**src/hdl/hgg_pkg.sv**
```systemverilog
package hgg_pkg;

  // Grid geometry
  localparam int unsigned GRID_SIDE = 128;
  localparam int unsigned IDX_W     = $clog2(GRID_SIDE);
  localparam int unsigned IN_W      = 7;
  localparam int unsigned CNT_W     = 3;
  // Width that holds an input index and the side for the wrap reduction
  localparam int unsigned RED_W     = ((IN_W > IDX_W) ? IN_W : IDX_W) + 1;

  typedef logic [IDX_W-1:0]     idx_t;
  typedef logic [GRID_SIDE-1:0] row_t;
  typedef logic [RED_W-1:0]     red_t;

  typedef enum logic [2:0] {
    ST_CLEAR,
    ST_IDLE,
    ST_REDUCE,
    ST_RD_UP,
    ST_RD_MID,
    ST_RD_DN,
    ST_COUNT,
    ST_WRITE
  } state_e;

  // Which row of the neighborhood is on the memory read port
  typedef enum logic [1:0] {
    TAP_UP,
    TAP_MID,
    TAP_DN
  } tap_e;

  typedef struct packed {
    logic clr;
    logic acc;
    tap_e tap;
  } nbr_ctrl_t;

  typedef struct packed {
    logic [CNT_W-1:0] count;
    logic             after;
    logic             newly;
  } nbr_res_t;

  typedef struct packed {
    logic we;
    idx_t waddr;
    row_t wdata;
    idx_t raddr;
  } mem_req_t;

  // Index plus one, wrapping at the grid side
  function automatic idx_t wrap_inc(idx_t v);
    return (v == idx_t'(GRID_SIDE - 1)) ? '0 : v + idx_t'(1);
  endfunction

  // Index minus one, wrapping at the grid side
  function automatic idx_t wrap_dec(idx_t v);
    return (v == '0) ? idx_t'(GRID_SIDE - 1) : v - idx_t'(1);
  endfunction

  // Reset contents of one grid row: seed hexagon around the center cell
  function automatic row_t seed_row(idx_t r);
    row_t w;
    idx_t c;
    w = '0;
    c = idx_t'(GRID_SIDE / 2);
    if (r == wrap_dec(c)) begin
      w[c]           = 1'b1;
      w[wrap_inc(c)] = 1'b1;
    end
    if (r == c) begin
      w[wrap_dec(c)] = 1'b1;
      w[c]           = 1'b1;
      w[wrap_inc(c)] = 1'b1;
    end
    if (r == wrap_inc(c)) begin
      w[wrap_dec(c)] = 1'b1;
      w[c]           = 1'b1;
    end
    return w;
  endfunction

endpackage

```
**src/hdl/hgg_ctrl.sv**
```systemverilog
module hgg_ctrl (
  input  logic                      clk_i,
  input  logic                      rst_ni,
  input  logic                      in_valid_i,
  output logic                      in_stall_o,
  input  logic [hgg_pkg::IN_W-1:0]  row_i,
  input  logic [hgg_pkg::IN_W-1:0]  col_i,
  output logic                      out_valid_o,
  input  logic                      out_stall_i,
  output logic [hgg_pkg::CNT_W-1:0] neighbour_count_o,
  output logic                      occupied_after_o,
  output logic                      newly_set_o,
  input  hgg_pkg::nbr_res_t         res_i,
  input  hgg_pkg::row_t             wb_row_i,
  output hgg_pkg::nbr_ctrl_t        nbr_ctrl_o,
  output hgg_pkg::idx_t             col_o,
  output hgg_pkg::mem_req_t         mem_req_o
);

  hgg_pkg::state_e  state_q, state_d;
  hgg_pkg::red_t    row_q, row_d, col_q, col_d;
  hgg_pkg::idx_t    clr_cnt_q, clr_cnt_d;
  logic             out_valid_q, out_valid_d;
  hgg_pkg::nbr_res_t out_q;
  hgg_pkg::idx_t    row_idx;
  logic             out_free;
  logic             row_big, col_big;
  logic             load_out;

  assign row_idx  = row_q[hgg_pkg::IDX_W-1:0];
  assign col_o    = col_q[hgg_pkg::IDX_W-1:0];
  assign out_free = ~out_valid_q | ~out_stall_i;
  assign row_big  = row_q >= hgg_pkg::red_t'(hgg_pkg::GRID_SIDE);
  assign col_big  = col_q >= hgg_pkg::red_t'(hgg_pkg::GRID_SIDE);

  // Next state
  always_comb begin
    state_d = state_q;
    case (state_q)
      hgg_pkg::ST_CLEAR: begin
        if (clr_cnt_q == hgg_pkg::idx_t'(hgg_pkg::GRID_SIDE - 1)) begin
          state_d = hgg_pkg::ST_IDLE;
        end
      end
      hgg_pkg::ST_IDLE: begin
        if (in_valid_i) begin
          state_d = hgg_pkg::ST_REDUCE;
        end
      end
      hgg_pkg::ST_REDUCE: begin
        if (!row_big && !col_big) begin
          state_d = hgg_pkg::ST_RD_UP;
        end
      end
      hgg_pkg::ST_RD_UP:  state_d = hgg_pkg::ST_RD_MID;
      hgg_pkg::ST_RD_MID: state_d = hgg_pkg::ST_RD_DN;
      hgg_pkg::ST_RD_DN:  state_d = hgg_pkg::ST_COUNT;
      hgg_pkg::ST_COUNT:  state_d = hgg_pkg::ST_WRITE;
      hgg_pkg::ST_WRITE: begin
        if (out_free) begin
          state_d = hgg_pkg::ST_IDLE;
        end
      end
      default: state_d = hgg_pkg::ST_CLEAR;
    endcase
  end

  // Control outputs
  always_comb begin
    in_stall_o      = (state_q != hgg_pkg::ST_IDLE);
    nbr_ctrl_o.clr  = (state_q == hgg_pkg::ST_REDUCE);
    nbr_ctrl_o.acc  = 1'b0;
    nbr_ctrl_o.tap  = hgg_pkg::TAP_UP;
    mem_req_o.we    = 1'b0;
    mem_req_o.waddr = row_idx;
    mem_req_o.wdata = wb_row_i;
    mem_req_o.raddr = row_idx;
    load_out        = 1'b0;
    case (state_q)
      hgg_pkg::ST_CLEAR: begin
        mem_req_o.we    = 1'b1;
        mem_req_o.waddr = clr_cnt_q;
        mem_req_o.wdata = hgg_pkg::seed_row(clr_cnt_q);
      end
      hgg_pkg::ST_RD_UP: begin
        mem_req_o.raddr = hgg_pkg::wrap_dec(row_idx);
      end
      hgg_pkg::ST_RD_MID: begin
        nbr_ctrl_o.acc  = 1'b1;
        nbr_ctrl_o.tap  = hgg_pkg::TAP_UP;
      end
      hgg_pkg::ST_RD_DN: begin
        mem_req_o.raddr = hgg_pkg::wrap_inc(row_idx);
        nbr_ctrl_o.acc  = 1'b1;
        nbr_ctrl_o.tap  = hgg_pkg::TAP_MID;
      end
      hgg_pkg::ST_COUNT: begin
        nbr_ctrl_o.acc  = 1'b1;
        nbr_ctrl_o.tap  = hgg_pkg::TAP_DN;
      end
      hgg_pkg::ST_WRITE: begin
        mem_req_o.we    = out_free;
        load_out        = out_free;
      end
      default: begin
      end
    endcase
  end

  // Clear counter, index capture, wrap reduction (one subtraction per cycle) and output valid
  always_comb begin
    row_d     = row_q;
    col_d     = col_q;
    clr_cnt_d = clr_cnt_q;
    if (state_q == hgg_pkg::ST_CLEAR) begin
      clr_cnt_d = clr_cnt_q + hgg_pkg::idx_t'(1);
    end
    if (state_q == hgg_pkg::ST_IDLE && in_valid_i) begin
      row_d = hgg_pkg::red_t'(row_i);
      col_d = hgg_pkg::red_t'(col_i);
    end else if (state_q == hgg_pkg::ST_REDUCE) begin
      if (row_big) begin
        row_d = row_q - hgg_pkg::red_t'(hgg_pkg::GRID_SIDE);
      end else if (col_big) begin
        col_d = col_q - hgg_pkg::red_t'(hgg_pkg::GRID_SIDE);
      end
    end
    if (load_out) begin
      out_valid_d = 1'b1;
    end else begin
      out_valid_d = out_valid_q & out_stall_i;
    end
  end

  always_ff @(posedge clk_i or negedge rst_ni) begin
    if (!rst_ni) begin
      state_q     <= hgg_pkg::ST_CLEAR;
      clr_cnt_q   <= '0;
      out_valid_q <= 1'b0;
    end else begin
      state_q     <= state_d;
      clr_cnt_q   <= clr_cnt_d;
      out_valid_q <= out_valid_d;
    end
  end

  // Payload registers
  always_ff @(posedge clk_i) begin
    row_q <= row_d;
    col_q <= col_d;
    if (load_out) begin
      out_q <= res_i;
    end
  end

  assign out_valid_o       = out_valid_q;
  assign neighbour_count_o = out_q.count;
  assign occupied_after_o  = out_q.after;
  assign newly_set_o       = out_q.newly;

endmodule

```
**config.mk**
```make
export PLATFORM = sky130hd
export DESIGN_NAME = hgg_ctrl
export DESIGN_NICKNAME = d
export VERILOG_FILES = /design/src/hdl/hgg_pkg.sv /design/src/hdl/hgg_ctrl.sv
export SDC_FILE = /design/constraint.sdc
export NUM_CORES = 1
export LEC_CHECK = 0
export BUFFER_PORTS_ARGS = -buffer_cell sky130_fd_sc_hd__buf_2
export CAP_MARGIN = 20
export CORE_AREA = 3 3 121 123
export CTS_CLUSTER_DIAMETER = 150
export DETAILED_ROUTE_END_ITERATION = 8
export DIE_AREA = 0 0 124 126
export GPL_TIMING_DRIVEN = 0
export PLACE_DENSITY = 0.58
export SKIP_LAST_GASP = 1
export SLEW_MARGIN = 20
export SYNTH_ARGS = -nofsm -noshare
export SYNTH_HDL_FRONTEND = slang
export SYNTH_SLANG_ARGS = --single-unit
```
**constraint.sdc**
```tcl
create_clock -name clk_i -period 2 [get_ports clk_i]
set_clock_uncertainty 0.1 [all_clocks]
set_input_delay 0.1 -clock clk_i [delete_from_list [all_inputs] [get_ports clk_i]]
set_output_delay 0.1 -clock clk_i [all_outputs]
set_load 0.03 [all_outputs]
```
==> After elaboration in Yosys (flattened, before gate mapping) <==
Index checks and enable logic that the tools add are counted.
{ "word_totals": {"regBits": 32, "in_bits": 151, "out_inout_bits": 161, "wordCells": 77} }
{ "op_classes": {"add_sub_neg": 5, "order_cmp": 2, "n_eq_ne": 18, "n_mux": 23, "bitwise": 5, "n_reduce_logical": 14} }
{ "op_table": {"columns": ["op", "n"], "rows": [
  ["2-to-1 mux 135 bit", 1],
  ["2-to-1 mux 7 bit", 9],
  ["== test 7 bit (second input constant)", 4],
  ["one-hot mux 3 bit (8 select lines)", 1],
  ["greater-or-equal comparator 8 bit (second input constant)", 2],
  ["subtractor 8 bit (second input constant)", 2],
  ["2-to-1 mux 3 bit", 5],
  ["adder 7 x 1 -> 7 bit (second input constant)", 2],
  ["one-hot mux 7 bit (2 select lines)", 1],
  ["== test 3 bit (second input constant)", 4],
  ["one-hot mux 3 bit (3 select lines)", 1],
  ["== test 7 x 6 -> 1 bit (second input constant)", 1],
  ["logical NOT 7 bit", 1],
  ["subtractor 7 x 1 -> 7 bit (second input constant)", 1],
  ["== test 3 x 2 -> 1 bit (second input constant)", 2],
  ["inequality test 2 bit (second input constant)", 3],
  ["AND reduction 3 bit", 2],
  ["nonzero test 2 bit", 3],
  ["2-to-1 mux 2 bit", 2],
  ["inequality test 2 x 1 -> 1 bit (second input constant)", 2],
  ["AND reduction 2 bit", 2],
  ["AND reduction 4 bit", 1],
  ["== test 3 x 1 -> 1 bit (second input constant)", 1],
  ["logical NOT 3 bit", 1],
  ["8 further kinds", 13]
]} }

==> Depth between registers and ports, before layout <==
{ "depth": {"ltp_word": 5, "depth_mapped": 7, "ltp_nobuf": 6} }

==> Worst setup path before layout <==
OpenSTA, ideal clock, no wires.
{ "synth_path": {"path_kind": "flip-flop to output port", "start": "reg row_q[1]", "end": "out mem_req_o[5] (netlist bit)", "arrival_time_ns": 2.300, "t_required_ns": 1.800, "slack_ns": -0.500, "stages_incl_launch_ff": 8, "path_buffers": 1, "path_cell_list": "edfxtp_1 -> clkbuf_1 -> inv_1 -> ha_1 -> nand2b_1 -> o21ai_0 -> a21oi_1 -> o311ai_0"} }
{ "synth_lines": {"columns": ["element", "line", "text"], "rows": [
  ["start, declared", "hgg_ctrl.sv:21", "hgg_pkg::red_t row_q, row_d, col_q, col_d;"],
  ["start signal, assigned", "hgg_ctrl.sv:149", "row_q <= row_d;"],
  ["end, declared", "hgg_ctrl.sv:17", "output hgg_pkg::mem_req_t mem_req_o"]
]} }

==> results.toml <==
[outcome]
status = "finished, violations left"
violations = "setup timing"

[setup_path]
critPathRequiredTime_ns = 1.80
path_cells = "inv_2 > ha_4 > nand2b_4 > o21ai_1 > a21oi_1 > o311ai_2 > buf_4"
critPathSlowestCell = "edfxtp_1"
crit_family = "compound AO/OA/AOI/OAI gates"
slowest_delay_ns = 0.44
crit_fanout = 6
cp.buffers_inverters = 2
path_class = "register to output port"
cp.arrival_ns = 1.86
endpoint_kind = "output port"
rrSetupSlack_ns = 0.08
cp-start-kind = "register"

[grt]
grt_pass1_vias = 3637
grt_max_degree = 12
grt_pass1_wl_um = 20340
gr-total-overflow = 0
grt_usage = 0.1699
grt_antenna_before_repair = 1

[layout]
fin_util = 0.4644
fin_cells = 882
final_area_sq_mm = 0.006396
area_delta_synth_final_pct = 135.3
fillCellCount = 1332
drive_above_1_share = 0.6676
final_nets = 857

[yosys]
ys_seq_elements = 32
synth_edf_count = 19
yosysWarningCount = 0
synth_compound_area_frac = 0.1012
muxShareOfSynthArea = 0.007363
async_flop_share = 0.3438
syn-cell-area_sq_mm = 0.002719
synthFlopType = "edfxtp_1"
yosysUniqueCellTypes = 48
avgSynthCellArea_sq_um = 8.068
synth_simple_gate_area_frac = 0.4289
syn_nets = 494
synth_top_family_by_area = "simple AND/OR/NAND/NOR gates"
synth_fa_ha_area_frac = 0.02761
ys_seq_area_frac = 0.3258
syn_inst = 337
synthXorXnorAreaFrac = 0.02577

[floorplan]
die-height_um = 126
die_w_um = 124
pin_count = 312
floorplan.initialDensity = 0.1974
coreArea_sq_mm = 0.01377
placementRows = 43
dieArea_sq_mm = 0.01562

[sta]
slew_headroom = 0.6820
maxSlewViolCount = 0
finalSetupViolCount = 3
hold_viol = 0
worst_pin_slew_ns = 0.4764
tns_ns = -0.1568
rsz0062_at_grt = "true"
fmax_mhz = 484.8
period_share = 1.031
setup_slack_ns = -0.06253
fin_crit_ns = 2.063

[pwr]
leakagePower_nw = 3.128
fin_total_pwr_mw = 7.430
irDropWorstVdd_mv = 0.6131
power.density_mw_per_mm2 = 1162

[routing]
wire_per_inst_um = 16.54
routed_wl_um = 14590
drc = 0
drt_iter0_drc = 128
dr.pass1.iters = 4
viasPerCell = 4.220
vias = 3722
ant_nets = 0

[clocking]
cts.clk_slew.worst_paths_ns = 0.05
clock_latency_ns = 0.27
cts_made_buffers = 5
cts_tree = "built"
cts_num_sinks = 32
cts_root_buffer = "clkbuf_16"
htree_levels = 2
max-clock-path-buffers = 2

[placed_design]
dp.cells = 828
dpl_cell_area_sq_mm = 0.004516
gp_congestion = 0.8592
port_buffers = 311
dp_hpwl_um = 10960

[flow_run]
maxCapViolations = 0

[hold_path]
hp-class = "primary input to register"
-- metal layers --
layer  global-route usage  part of all wire
met2               0.2930              0.50
met1               0.2068              0.39
met3              0.05029             0.090
met5                    0                 0
met4              0.03995             0.017
-- tightest hold or removal path, stage by stage --
cell      delay [ns]
buf_2           0.11
o211ai_1        0.09
o211a_1         0.13
-- worst paths after layout --
check                                      endpoint  cells past startpoint                    from
max                                    mem_req_o[5]                      7      row_q[0]$_DFFE_PP_
min                          state_q[0]$_DFFE_PN0P_                      3              in_valid_i
max reg2reg                      col_q[5]$_DFFE_PP_                      4  state_q[2]$_DFFE_PN0P_
min reg2reg                   col_q[7]$_SDFFE_PP0P_                      2   col_q[7]$_SDFFE_PP0P_
max in group asynchronous    state_q[1]$_DFFE_PN0P_                      2                  rst_ni
min in group asynchronous  clr_cnt_q[5]$_DFFE_PN0P_                      2                  rst_ni
-- placed cells by master, fill, tap and decap left out, drive strengths merged, types with 2 or more instances in the layout --
master / netlist / layout
o21ai: 15 / 15
edfxtp: 19 / 19
ha: 6 / 6
dfrtp: 11 / 11
o21a: 3 / 3
nand3: 5 / 5
nand2b: 3 / 3
and2: 126 / 126
nor2: 11 / 11
dlygate4sd3: 0 / 21
nand2: 33 / 33
and3: 3 / 3
nand4: 2 / 2
inv: 10 / 10
mux2i: 2 / 2
xnor2: 6 / 6
o211ai: 4 / 4
nor4: 2 / 2
xor2: 2 / 2
buf: 17 / 360
nor3: 8 / 8
a21oi: 11 / 11
nand3b: 2 / 2
dfxtp: 2 / 2
clkbuf: 16 / 15
-- metrics by stage --
| stage | worst slack, ns | hold WS [ns] |
|---|---|---|
| after detailed placement | -0.05573 | -0.1136 |
| after floorplan | 0.01060 | -0.2956 |
| final | -0.06253 | 0.1000 |
| after CTS | -0.1160 | 0.09823 |
| after global routing | -0.1619 | 0.1130 |
| after global placement | -0.05765 | -0.1154 |
-- cell type report --
cell class / instances / area (sq um) / share of cell area
diodes: 1 / 2.502 / 0.0003912
plain buffers: 30 / 331.6 / 0.05184
clock buffers: 8 / 146.4 / 0.02289
inverters: 10 / 42.54 / 0.006651
multi-input cells: 262 / 1906 / 0.2979
flip-flops and latches: 32 / 888.4 / 0.1389
well taps: 180 / 225.2 / 0.03521
repair buffers: 359 / 2854 / 0.4462
-- power breakdown --
group / leakage [nW] / internal (mW) / switching [mW]
clock: 0.0712 / 0.496 / 0.264
combinational: 2.73 / 2.55 / 3.13
sequential: 0.327 / 0.861 / 0.125
-- cell usage after synthesis (4+ instances only) --
cell      instances  share of area
edfxtp_1         19           0.21
nand2_1          33          0.046
and2_1          126           0.29
a21oi_1          11          0.020
o21ai_0          13          0.024
nor2_1           10          0.014
ha_1              6          0.028
buf_4            10          0.028
nor3_1            7          0.013
nand3_1           5         0.0092
clkbuf_1         16          0.022
o211ai_1          4          0.011
inv_1            10          0.014
buf_2             4         0.0074
xnor2_1           6          0.019
dfrtp_1          11           0.10
-- sequential cells by signal, summed over array words and instances (netlist names) --
signal             flops
row_q                  8
newly_set_o            1
clr_cnt_q              7
occupied_after_o       1
neighbour_count_o      3
out_valid_o            1
col_q                  8
state_q                3
-- kinds of logic (layout without fill, tap and decap cells) --
| group | Yosys count | count (layout) |
|---|---|---|
| simple gates | 202 | 202 |
| compound gates | 44 | 44 |
| buf+inv | 43 | 407 |
| flops | 32 | 32 |
| xor+xnor | 8 | 8 |
| fa+ha+maj | 6 | 6 |
| mux | 2 | 2 |
| other cells | 0 | 1 |
-- timing repair --
item                       4_1_cts  5_1_grt
gates cloned                     2        1
setup buffers                   11       13
resized for setup              354       84
hold endpoints to repair        31        0
setup endpoints to repair      143      150
pin swaps                       13       11
hold buffers                    21        0
(Power assumes the default switching activity.)
