**src/hdl/hgg_pkg.sv**
```systemverilog
package hgg_pkg;

  // Grid geometry
  localparam int unsigned GRID_SIDE = 128;
  localparam int unsigned IDX_W     = $clog2(GRID_SIDE);
  localparam int unsigned IN_W      = 7;
  localparam int unsigned CNT_W     = 3;
  // Width that holds an input index and the side for the wrap reduction
  localparam int unsigned RED_W     = ((IN_W > IDX_W) ? IN_W : IDX_W) + 1;

  typedef logic [IDX_W-1:0]     idx_t;
  typedef logic [GRID_SIDE-1:0] row_t;
  typedef logic [RED_W-1:0]     red_t;

  typedef enum logic [2:0] {
    ST_CLEAR,
    ST_IDLE,
    ST_REDUCE,
    ST_RD_UP,
    ST_RD_MID,
    ST_RD_DN,
    ST_COUNT,
    ST_WRITE
  } state_e;

  // Which row of the neighborhood is on the memory read port
  typedef enum logic [1:0] {
    TAP_UP,
    TAP_MID,
    TAP_DN
  } tap_e;

  typedef struct packed {
    logic clr;
    logic acc;
    tap_e tap;
  } nbr_ctrl_t;

  typedef struct packed {
    logic [CNT_W-1:0] count;
    logic             after;
    logic             newly;
  } nbr_res_t;

  typedef struct packed {
    logic we;
    idx_t waddr;
    row_t wdata;
    idx_t raddr;
  } mem_req_t;

  // Index plus one, wrapping at the grid side
  function automatic idx_t wrap_inc(idx_t v);
    return (v == idx_t'(GRID_SIDE - 1)) ? '0 : v + idx_t'(1);
  endfunction

  // Index minus one, wrapping at the grid side
  function automatic idx_t wrap_dec(idx_t v);
    return (v == '0) ? idx_t'(GRID_SIDE - 1) : v - idx_t'(1);
  endfunction

  // Reset contents of one grid row: seed hexagon around the center cell
  function automatic row_t seed_row(idx_t r);
    row_t w;
    idx_t c;
    w = '0;
    c = idx_t'(GRID_SIDE / 2);
    if (r == wrap_dec(c)) begin
      w[c]           = 1'b1;
      w[wrap_inc(c)] = 1'b1;
    end
    if (r == c) begin
      w[wrap_dec(c)] = 1'b1;
      w[c]           = 1'b1;
      w[wrap_inc(c)] = 1'b1;
    end
    if (r == wrap_inc(c)) begin
      w[wrap_dec(c)] = 1'b1;
      w[c]           = 1'b1;
    end
    return w;
  endfunction

endpackage

```
**src/hdl/hgg_nbr_unit.sv**
```systemverilog
module hgg_nbr_unit (
  input  logic                   clk_i,
  input  logic                   rst_ni,
  input  hgg_pkg::nbr_ctrl_t     ctrl_i,
  input  hgg_pkg::idx_t          col_i,
  input  hgg_pkg::row_t          rd_row_i,
  input  logic [hgg_pkg::CNT_W-1:0] thr_i,
  output hgg_pkg::nbr_res_t      res_o,
  output hgg_pkg::row_t          wb_row_o
);

  logic [hgg_pkg::CNT_W-1:0] acc_q, acc_d;
  logic                      own_q, own_d;
  hgg_pkg::row_t             mid_q, mid_d;
  hgg_pkg::idx_t             col_m, col_p;
  logic                      b0, b1;
  logic [hgg_pkg::CNT_W-1:0] add;
  logic                      after;
  hgg_pkg::row_t             wb_row;

  // Pick the two neighbor bits that live in the row on the read port
  always_comb begin
    col_m = hgg_pkg::wrap_dec(col_i);
    col_p = hgg_pkg::wrap_inc(col_i);
    case (ctrl_i.tap)
      hgg_pkg::TAP_UP: begin
        b0 = rd_row_i[col_i];
        b1 = rd_row_i[col_p];
      end
      hgg_pkg::TAP_MID: begin
        b0 = rd_row_i[col_m];
        b1 = rd_row_i[col_p];
      end
      hgg_pkg::TAP_DN: begin
        b0 = rd_row_i[col_i];
        b1 = rd_row_i[col_m];
      end
      default: begin
        b0 = 1'b0;
        b1 = 1'b0;
      end
    endcase
    add = {{(hgg_pkg::CNT_W-1){1'b0}}, b0} + {{(hgg_pkg::CNT_W-1){1'b0}}, b1};
  end

  // Shared adder; the own row is kept for the write-back
  always_comb begin
    acc_d = acc_q;
    own_d = own_q;
    mid_d = mid_q;
    if (ctrl_i.clr) begin
      acc_d = '0;
    end else if (ctrl_i.acc) begin
      acc_d = acc_q + add;
      if (ctrl_i.tap == hgg_pkg::TAP_MID) begin
        own_d = rd_row_i[col_i];
        mid_d = rd_row_i;
      end
    end
  end

  always_ff @(posedge clk_i or negedge rst_ni) begin
    if (!rst_ni) begin
      acc_q <= '0;
    end else begin
      acc_q <= acc_d;
    end
  end

  always_ff @(posedge clk_i) begin
    own_q <= own_d;
    mid_q <= mid_d;
  end

  // Growth decision and updated row
  always_comb begin
    after          = own_q | (acc_q >= thr_i);
    wb_row         = mid_q;
    wb_row[col_i]  = after;
    res_o.count    = acc_q;
    res_o.after    = after;
    res_o.newly    = after & ~own_q;
  end

  assign wb_row_o = wb_row;

endmodule

```
**config.mk**
```make
export PLATFORM = sky130hd
export DESIGN_NAME = hgg_nbr_unit
export DESIGN_NICKNAME = d
export VERILOG_FILES = /design/src/hdl/hgg_pkg.sv /design/src/hdl/hgg_nbr_unit.sv
export SDC_FILE = /design/constraint.sdc
export NUM_CORES = 1
export LEC_CHECK = 0
export ABC_AREA = 0
export BUFFER_PORTS_ARGS = -buffer_cell sky130_fd_sc_hd__buf_2
export CAP_MARGIN = 20
export CORE_MARGIN = 2
export CORE_UTILIZATION = 48
export DETAILED_ROUTE_END_ITERATION = 8
export HOLD_SLACK_MARGIN = 0.05
export PLACE_DENSITY_LB_ADDON = 0.05
export SLEW_MARGIN = 20
export SYNTH_ARGS = -nofsm -noshare
export SYNTH_HDL_FRONTEND = slang
export SYNTH_SLANG_ARGS = --single-unit
```
**constraint.sdc**
```tcl
create_clock -name clk_i -period 2.02 [get_ports clk_i]
set_input_delay 0.101 -clock clk_i [delete_from_list [all_inputs] [get_ports clk_i]]
set_output_delay 0.101 -clock clk_i [all_outputs]
set_load 0.05 [all_outputs]
```
==> out/metrics.csv, run 1 <==
metric;value;unit
status;did not finish;
Last stage;clock tree synthesis (4_1_cts);
error msg;[ERROR DPL-0038] Utilization greater than 100%, impossible to legalize;
largest cells by area after synthesis;edfxtp_1, a31oi_1, a21oi_1;
Commonest cells post-synth;a21oi_1, a31oi_1, edfxtp_1, nand2_1, a22oi_1;
Final Wtd Congestion;1.092;
ys flop type;edfxtp_1;
syn nets;1204;
Setup Buffers After CTS;33;
synthesized flop and latch total;132;
most frequent cell after synthesis;a21oi_1;
die width;146.3;µm
Rows;52;
Cells after DPL;1857;
EDFF count, synth;129;
# H-tree levels;4;
port bufs;276;
synth warn;0;
Starting Density;48.53;%
async set-reset flop share out of synthesis;2.273;%
Root Driver;clkbuf_16;
CTS max path bufs;2;
cts hold-fix bufs;119;
Avg Cell Area, Syn;9.236;µm²
Netlist Area Pre-Place;9726;µm²
Synth area leader;edfxtp_1;
PostCTS Resize Cnt;372;
io pins;277;
Seq/Total Area, Yosys;40.60;%
Sink Count;132;
top-area cell type share of the netlist area;39.83;%
library cells used by synthesis;72;
die height;146.3;µm
cts bufs inserted;17;
HPWL Detailed;41.84;mm
Synth Instances;1053;
-- metrics by stage --
stage / util [%] / cell area (µm²) / hold slack [ns] / setup TNS, ns / worst slack [ns]
floorplan: - / 12290 / -0.1946 / -369.07 / -2.733
global placement: 81.47 / 16330 / -0.09894 / -19.85 / -1.577
detailed placement: 81.47 / 16330 / -0.09903 / -23.26 / -1.618
-- logic make-up after synthesis --
kind of cell	after synthesis	synth area share, %
AOI/OAI and AO/OA	449	29.46
buffers and inverters	133	6.497
adders and majority gates	7	0.9777
muxes	66	8.645
and+or+nand+nor	254	12.66
xor gates and xnor gates	12	1.158
DFF	132	40.60
==> run 2: changes to the inputs <==
CORE_UTILIZATION = 35   (was 48)
HOLD_SLACK_MARGIN = not set   (was 0.05)
PLACE_DENSITY_LB_ADDON = 0.15   (was 0.05)
clock period = 2.65 ns   (was 2.02 ns; I/O delays follow)
==> run 2 against run 1 <==
Effect of this change: the flow now finishes, with violations (negative hold slack, negative setup slack); synthesized area is the same; synthesized cell count is the same.
==> out/metrics.csv, run 2 <==
metric;value;unit
status;finished with violations;
failing checks;negative hold slack, negative setup slack;
Starting Density;35.30;%
max-cap violations;0;
DRT Wirelength;58.64;mm
top flop regs;mid_q x128, acc_q x3, own_q x1;
clock latency on the worst-skew pair;0.44;ns
synth warn;0;
cts hold-fix bufs;13;
Int Pwr;0.005293;W
VDD IR max;0.4025;mV
crit-path cells;buf_6, inv_4, buf_6, ha_4, or4b_4, o32ai_2, nor2_1, a311oi_1, and4b_1, o22ai_2, nand4_1, a211oi_2, fa_2, mux2_4, nor2_2;
Gate power share;38.3;%
initial DRC count;1885;
area delta synth->final;89.85;%
M1 wire length;23.78;mm
Synth Instances;1053;
die area;29140;µm²
die height;170.7;µm
EDFF count, synth;129;
most frequent cells in the layout;buf_4, a21oi_1, buf_2, buf_6, edfxtp_1;
Seq pwr share;29.6;%
share of cells above drive strength 1;55.26;%
Switching Fraction;34.89;%
WL met3;6.923;mm
# H-tree levels;4;
io pins;277;
Rel. slew slack;69.45;%
vias in the first global route;11690;
Netlist Area Pre-Place;9726;µm²
Clock transition at path regs;0.07;ns
RSZ-0062 raised after global routing;yes;
synthesized flop and latch total;132;
Seq/Total Area, Yosys;40.60;%
CP Class;in2reg;
DR vias;12670;
clock power share;32.1;%
Tmin final;3.032;ns
CP endpoint kind;register;
largest net degree at the start of global routing;78;
Rows;61;
Crit-path slowest cell;or4b_4;
FMAX;329.9;MHz
library cells used by synthesis;72;
async set-reset flop share out of synthesis;2.273;%
Root Driver;clkbuf_16;
final hold viol count;3;
P_leak;7.073;nW
first-pass GRT wire length;76.90;mm
max reg flops;128;
R2R cell count;7;
FILL cells;2059;
CTS max path bufs;2;
Avg Cell Area, Syn;9.236;µm²
crit path DAT;3.40;ns
Final ANT Viol Nets;0;
cts bufs inserted;17;
fin. max-slew vios;0;
Final Wtd Congestion;0.9933;
PD cells;440.3;nW/µm²
Min Hold Slack;-0.07607;ns
sw power;0.002836;W
most flop-heavy register;mid_q;
Synth area leader;edfxtp_1;
Setup violations, final;107;
# nets final;1784;
Slew @ Worst Pin;0.4583;ns
largest cells by area after synthesis;edfxtp_1, a31oi_1, a21oi_1;
met2 wire len;26.08;mm
number of vias per cell;6.261;
most common cell after layout, fill and taps aside;buf_4;
initial antenna violation count;1;
ys flop type;edfxtp_1;
CTS tree;built;
grt total ovfl;0;
iteration count of the initial detailed-routing pass;5;
core area;27550;µm²
startpoint types;input pin;
worst min path class;in2reg;
die width;170.7;µm
Commonest cells post-synth;a21oi_1, a31oi_1, edfxtp_1, nand2_1, a22oi_1;
CP required;3.02;ns
most frequent cell after synthesis;a21oi_1;
WL per Instance;28.97;µm
CP max stage delay;0.51;ns
DP Worst Slack;-1.081;ns
Clock Skews;0.004783;ns
top-area cell type share of the netlist area;39.83;%
Sink Count;132;
fin crit share;114.4;%
final worst slack;-0.3816;ns
Total GRT Usage;36.72;%
highest net fanout along the worst path;6;
DRC;0;
Final Util;67.01;%
port bufs;276;
syn nets;1204;
Top Metal Used;met5;
hold path cells;2;
HPWL Detailed;40.31;mm
most frequent CP cell;buf_6;
-- run 2: cell counts after synthesis --
No cell type changed its count.
-- run 2: per-layer routing --
metal / global-route usage (%) / vias to the layer above
li1: - / 5405
met1: 52.75 / 6224
met2: 53.46 / 916
met3: 10.66 / 125
met4: 10.52 / 2
met5: 0 / -
-- run 2: kinds of logic after synthesis --
kind of cell | count (synthesis) | share of synthesized area [%]
compound gates | 449 | 29.46
simple gates | 254 | 12.66
xor+xnor | 12 | 1.158
fa+ha+maj | 7 | 0.9777
mux | 66 | 8.645
flops | 132 | 40.60
buf+inv | 133 | 6.497
-- run 2: path summary, 6_finish.rpt --
path / start / slack [ns] / to
worst max-delay path: col_i[0] / -0.38 / acc_q[0]
worst min-delay path: ctrl_i[3] / -0.08 / acc_q[0]
worst max register to register: acc_q[0] / 1.15 / acc_q[1]
worst min register to register: acc_q[2] / 0.58 / acc_q[2]
max in group asynchronous: rst_ni / 2.53 / acc_q[0]
min in group asynchronous: rst_ni / 0.01 / acc_q[0]
-- run 2: cell type report --
| cell class | instances | area, µm² | area share [%] |
|---|---|---|---|
| Timing Repair Buffer | 677 | 6071 | 32.88 |
| Multi-Input combinational cell | 789 | 7274 | 39.40 |
| Sequential cell | 132 | 3950 | 21.39 |
| Clock inverter | 14 | 200.2 | 1.084 |
| Clock buffer | 17 | 425.4 | 2.304 |
| Antenna cell | 1 | 2.502 | 0.01355 |
| Tap cell | 378 | 473.0 | 2.561 |
| Inverter | 16 | 67.56 | 0.3659 |
-- run 2: worst max-delay path: cells and delay by family --
family / cells / cell delay (ns)
compound gates: 4 / 0.82
fa+ha+maj: 2 / 0.78
buf+inv: 3 / 0.27
mux: 1 / 0.27
simple gates: 5 / 1.14
-- run 2: power by group through the flow --
stage	registers, W	clock network, W	logic, W
detailed placement	0.00245	0	0.00228
floorplan	0.00246	0	0.00114
CTS	0.00240	0.00261	0.00278
global route	0.00241	0.00269	0.00321
finish	0.00241	0.00261	0.00311
global placement	0.00245	0	0.00227
-- run 2: repair_timing --
item,CTS,global route
pin swaps,25,16
setup endpoints to repair,132,132
gates cloned,15,4
setup buffers,33,15
endpoints found under the hold margin,18,3
resized for setup,297,304
-- run 2: per-stage QoR --
stage / TNS (ns) / power (W) / cell area [µm²] / std cells
detailed placement: -3.164 / 0.004724 / 14160 / 1928
global route: -17.76 / 0.008312 / 18460 / 2023
global placement: -3.192 / 0.004721 / 14160 / 1928
CTS: -7.606 / 0.007792 / 16930 / 2020
finish: -6.809 / 0.008129 / 18460 / 2024
floorplan: -276.84 / 0.003593 / 10030 / 1053
No activity file was read; power rests on OpenSTA's default activity.
==> run 3: changes to the inputs <==
HOLD_SLACK_MARGIN = 0.05   (was not set)
PLACE_DENSITY_LB_ADDON = not set   (was 0.15)
==> run 3 against run 2 <==
Effect of this change: the flow finishes with violations (negative setup slack); final area grew 4.6%; count of clock-buffer cells in the layout up 1; clock power decreased by 3%; worst setup slack got worse by 0.079 ns; sequential share of layout area shrank 0.94 points; register-to-register slack got worse by 0.13 ns; total power grew 0.82%; critical path depth fell by 2; first-iteration DRC count up 14%; flip-flop and latch count did not move; critical path type unchanged; critical endpoint unchanged.
==> out/metrics.csv, run 3 (synthesis results as in run 2) <==
metric;value;unit
status;finished with violations;
failing checks;negative setup slack;
Clock transition at path regs;0.07;ns
# nets final;1869;
final worst slack;-0.4608;ns
Int Pwr;0.005224;W
Cell Count, Final, Fillers Out;2111;
Final Wtd Congestion;1.037;
# H-tree levels;4;
fin. max-slew vios;0;
initial antenna violation count;3;
Setup violations, final;99;
HPWL Detailed;39.58;mm
top flop regs;mid_q x128, acc_q x3, own_q x1;
P_leak;7.419;nW
CTS max path bufs;2;
VDD IR max;0.3314;mV
io pins;277;
most flop-heavy register;mid_q;
sw power;0.002972;W
grt met2 use;54.69;%
DP Worst Slack;-1.074;ns
Root Driver;clkbuf_16;
CTS tree;built;
Gate power share;39.9;%
met3 Use GR;11.50;%
Placed Instance Area;14060;µm²
largest net degree at the start of global routing;130;
Min Hold Slack;0.05960;ns
grt total ovfl;0;
clock power share;30.7;%
Total GRT Usage;36.78;%
most frequent cells in the layout;buf_4, buf_2, a21oi_1, buf_6, edfxtp_1;
port bufs;276;
number of vias per cell;6.366;
share of cells above drive strength 1;51.99;%
RSZ-0062 raised after global routing;yes;
clock latency on the worst-skew pair;0.44;ns
Tmin final;3.111;ns
PD cells;424.3;nW/µm²
WL per Instance;29.21;µm
Starting Density;35.30;%
iteration count of the initial detailed-routing pass;7;
Final Cell Area;19310;µm²
Clock Skews;0.0003031;ns
DR vias;13440;
fin crit share;117.4;%
die height;170.7;µm
Seq pwr share;29.4;%
CP endpoint kind;register;
final hold viol count;0;
Slew @ Worst Pin;0.9065;ns
startpoint types;input pin;
DRT Wirelength;61.65;mm
die area;29140;µm²
cts bufs inserted;17;
gr busiest metal;met2;
initial DRC count;2147;
crit path DAT;3.48;ns
die width;170.7;µm
Sink Count;132;
Rows;61;
highest net fanout along the worst path;10;
vias in the first global route;12050;
Rel. slew slack;39.35;%
FMAX;321.5;MHz
DRC;0;
met1 Use GR;50.70;%
area delta synth->final;98.60;%
most common cell after layout, fill and taps aside;buf_4;
Final ANT Viol Nets;0;
Switching Fraction;36.26;%
setup slack, reg-to-reg;1.02;ns
Cells after DPL;1916;
CP Class;in2reg;
first-pass GRT wire length;77.89;mm
max-cap violations;0;
core area;27550;µm²
worst min path class;in2reg;
CP required;3.02;ns
PnR Total Power;0.008196;W
max reg flops;128;
-- run 3: cell count changes in the layout (fill, tap and decap cells not counted), moves of 4 or more --
cell	delta
buf_12	-9
clkinvlp_4	+4
clkinv_4	-4
dlygate4sd3_1	+90
nor2_2	-4
clkbuf_16	+5
a31oi_2	-7
buf_2	+5
a31oi_4	+5
buf_6	-9
buf_8	+4
-- run 3: final timing paths --
path                         startpoint         to  cells past startpoint
hold reg to reg                acc_q[2]   acc_q[2]                      2
hold / removal             rd_row_i[33]  mid_q[33]                      2
setup reg to reg               acc_q[0]   acc_q[1]                      8
setup / recovery               col_i[2]   acc_q[0]                     13
min in group asynchronous        rst_ni   acc_q[2]                      3
max in group asynchronous        rst_ni   acc_q[0]                      3
-- run 3: power groups by stage --
| stage | logic (W) | clock network (W) | registers [W] |
|---|---|---|---|
| global route | 0.00336 | 0.00259 | 0.00241 |
| detailed placement | 0.00227 | 0 | 0.00245 |
| floorplan | 0.00114 | 0 | 0.00246 |
| finish | 0.00327 | 0.00252 | 0.00241 |
| global placement | 0.00226 | 0 | 0.00245 |
| CTS | 0.00264 | 0.00250 | 0.00240 |
-- run 3: layer usage --
layer	routed length (µm)	up-vias	share of wire, %
li1	-	5578	-
met2	27450	1185	45
met5	27	-	0.044
met3	8135	246	13
met4	3207	4	5.2
met1	22840	6426	37
-- run 3: repair_timing --
action / 4_1_cts / 5_1_grt
gates resized for setup: 119 / 503
cloned: 8 / 10
buffers inserted: 29 / 14
pin swaps: 28 / 26
endpoints found under the setup margin: 129 / 128
endpoints found under the hold margin: 105 / 4
hold buffers: 101 / 2
-- run 3: metrics by stage --
| step | TNS (ns) | utilization (%) |
|---|---|---|
| floorplan | -276.84 | - |
| global placement | -2.951 | 51.01 |
| detailed placement | -3.051 | 51.01 |
| CTS | -1.076 | 60.08 |
| global route | -15.30 | 70.10 |
| finish | -5.277 | 70.10 |
-- run 3: area by class of cell --
cell class                      count  area (µm²)
Fill cell                        1921        8238
Clock inverter                     14       167.7
Multi-Input combinational cell    788        7256
Clock buffer                       18       429.2
Antenna cell                        2       5.005
Sequential cell                   132        3950
Tap cell                          378       473.0
Timing Repair Buffer              763        6970
Inverter                           16       63.81
-- run 3: worst max-delay path, stage by stage --
cell,delay (ns)
buf_4,0.15
buf_4,0.14
and3_4,0.19
bufbuf_16,0.29
a22oi_2,0.13
nand4_1,0.21
mux4_2,0.54
mux4_2,0.52
nor2b_4,0.16
a31oi_4,0.18
fa_2,0.45
mux2_4,0.28
nor2_4,0.09
==> run 4: changes to the inputs <==
CTS_BUF_LIST = sky130_fd_sc_hd__clkbuf_8   (was not set)
==> run 4 against run 3 <==
Effect of this change: the run still ends with negative setup slack left; worst setup slack gained 0.047 ns; global-route usage grew 1.2 points; register-to-register slack gained 0.11 ns; utilization shrank 4.9 points; clock skew is essentially flat; sequential power is essentially flat; critical path depth is the same; final area shrank 7.0%; wire length shrank 5.4%; combinational power shrank 6.7%; flip-flop and latch count is the same; via count shrank 1.5%.
==> out/metrics.csv, run 4 (synthesis results as in run 2) <==
metric;value;unit
status;finished with violations;
failing checks;negative setup slack;
area delta synth->final;84.70;%
crit-path cells;buf_4, buf_4, and3_4, bufbuf_16, a22oi_2, nand4_1, mux4_2, mux4_2, nor2b_4, a31oi_4, fa_2, mux2_4, nor2_4;
# nets final;1895;
top flop regs;mid_q x128, acc_q x3, own_q x1;
Sink Count;132;
Clock transition at path regs;0.11;ns
CP endpoint kind;register;
die width;170.7;µm
Int Pwr;0.004607;W
first-pass GRT wire length;80.67;mm
clock latency on the worst-skew pair;0.47;ns
PD cells;408.0;nW/µm²
max reg flops;128;
grt met2 use;56.57;%
max-cap violations;0;
Rel. slew slack;38.52;%
Slew @ Worst Pin;0.9189;ns
CP required;3.06;ns
Crit-path slowest cell;mux4_2;
sw power;0.002722;W
most flop-heavy register;mid_q;
CP Class;in2reg;
Min Hold Slack;0.06853;ns
initial DRC count;2001;
Total GRT Usage;37.95;%
core area;27550;µm²
FMAX;326.4;MHz
worst min path class;in2reg;
CP max stage delay;0.55;ns
setup slack, reg-to-reg;1.13;ns
PnR Total Power;0.007330;W
FILL cells;2156;
cts bufs inserted;17;
met3 Use GR;10.36;%
DRC;0;
share of cells above drive strength 1;48.09;%
VDD IR max;0.2318;mV
Final ANT Viol Nets;0;
crit path DAT;3.47;ns
fin. max-slew vios;0;
P_leak;7.239;nW
Rows;61;
worst r2r src;acc_q[0];
port bufs;276;
Switching Fraction;37.14;%
Critical Path End;acc_q[0];
most frequent cells in the layout;buf_4, buf_2, a21oi_1, dlygate4sd3_1, edfxtp_1;
Seq pwr share;32.8;%
total negative slack;-11.12;ns
met1 Use GR;52.51;%
n_diodes;0;
worst reg2reg endpoint;acc_q[1];
RSZ-0062 raised after global routing;yes;
number of vias per cell;6.200;
final worst slack;-0.4139;ns
final hold viol count;0;
WL per Instance;27.31;µm
largest net degree at the start of global routing;130;
stages on the worst setup path;13;
grt total ovfl;0;
Final Util;65.20;%
vias in the first global route;12530;
CTS max path bufs;2;
DR vias;13240;
hold path cells;3;
most common cell after layout, fill and taps aside;buf_4;
HPWL Detailed;39.58;mm
Final Wtd Congestion;1.037;
# H-tree levels;4;
gr busiest metal;met2;
CTS tree;built;
fin crit share;115.6;%
Setup violations, final;130;
clock power share;25.5;%
origin of the worst setup path;col_i[2];
highest net fanout along the worst path;10;
crit path buf inv count;3;
Tmin final;3.064;ns
startpoint types;input pin;
Clock Skews;0.00009792;ns
initial antenna violation count;2;
Gate power share;41.7;%
iteration count of the initial detailed-routing pass;7;
DRT Wirelength;58.31;mm
R2R cell count;7;
Root Driver;clkbuf_8;
Starting Density;35.30;%
Top delay family on crit path;multiplexers;
die area;29140;µm²
io pins;277;
die height;170.7;µm
==> run 4: per-layer routing <==
| layer | wire length (µm) | part of all wire (%) | vias to the layer above |
|---|---|---|---|
| li1 | - | - | 5618 |
| met1 | 23030 | 39 | 6337 |
| met2 | 25460 | 44 | 1079 |
| met3 | 7283 | 12 | 199 |
| met4 | 2502 | 4.3 | 4 |
| met5 | 31 | 0.053 | - |
==> run 4: worst min-delay path by stage <==
stage	startpoint	to
after floorplan	rst_ni	acc_q[0]
after global placement	rst_ni	acc_q[1]
after detailed placement	rst_ni	acc_q[1]
after CTS	ctrl_i[3]	acc_q[0]
after global routing	rd_row_i[116]	mid_q[116]
final	rd_row_i[48]	mid_q[48]
==> run 4: worst reg2reg max path: stages (launching register included) <==
cell	delay, ns
dfrtp_2	0.39
inv_2	0.05
buf_4	0.14
fa_2	0.35
inv_2	0.08
ha_4	0.19
mux2i_1	0.15
nor2_1	0.07
==> run 4: final cells by class <==
class	count	area [µm²]	area share (%)
Timing Repair Buffer	789	6899	38.41
Multi-Input combinational cell	788	6172	34.36
Sequential cell	132	3950	21.99
Tap cell	378	473.0	2.633
Clock buffer	17	234.0	1.302
Clock inverter	15	171.4	0.9542
Inverter	16	63.81	0.3552
==> run 4: repair_timing <==
| action | 4_1_cts | 5_1_grt |
|---|---|---|
| hold buffers | 127 | 2 |
| gates cloned | 10 | 6 |
| buffers inserted | 31 | 13 |
| resized for setup | 235 | 160 |
| setup endpoints to repair | 131 | 132 |
| endpoints found under the hold margin | 131 | 3 |
| pin swaps | 28 | 26 |
==> run 4: power by group through the flow <==
| stage | combinational, W | clock [W] | sequential, W |
|---|---|---|---|
| after floorplan | 0.00114 | 0 | 0.00246 |
| after detailed placement | 0.00227 | 0 | 0.00245 |
| final | 0.00305 | 0.00187 | 0.00240 |
| after global placement | 0.00226 | 0 | 0.00245 |
| after global routing | 0.00315 | 0.00196 | 0.00241 |
| after CTS | 0.00276 | 0.00186 | 0.00240 |
==> run 4: through the flow <==
| step | cells | cell area, µm² | setup slack, ns |
|---|---|---|---|
| floorplan | 1053 | 10030 | -2.135 |
| global placement | 1916 | 14060 | -1.007 |
| detailed placement | 1916 | 14060 | -1.074 |
| CTS | 2115 | 17170 | -0.3179 |
| global route | 2135 | 17960 | -0.4401 |
| finish | 2135 | 17960 | -0.4139 |
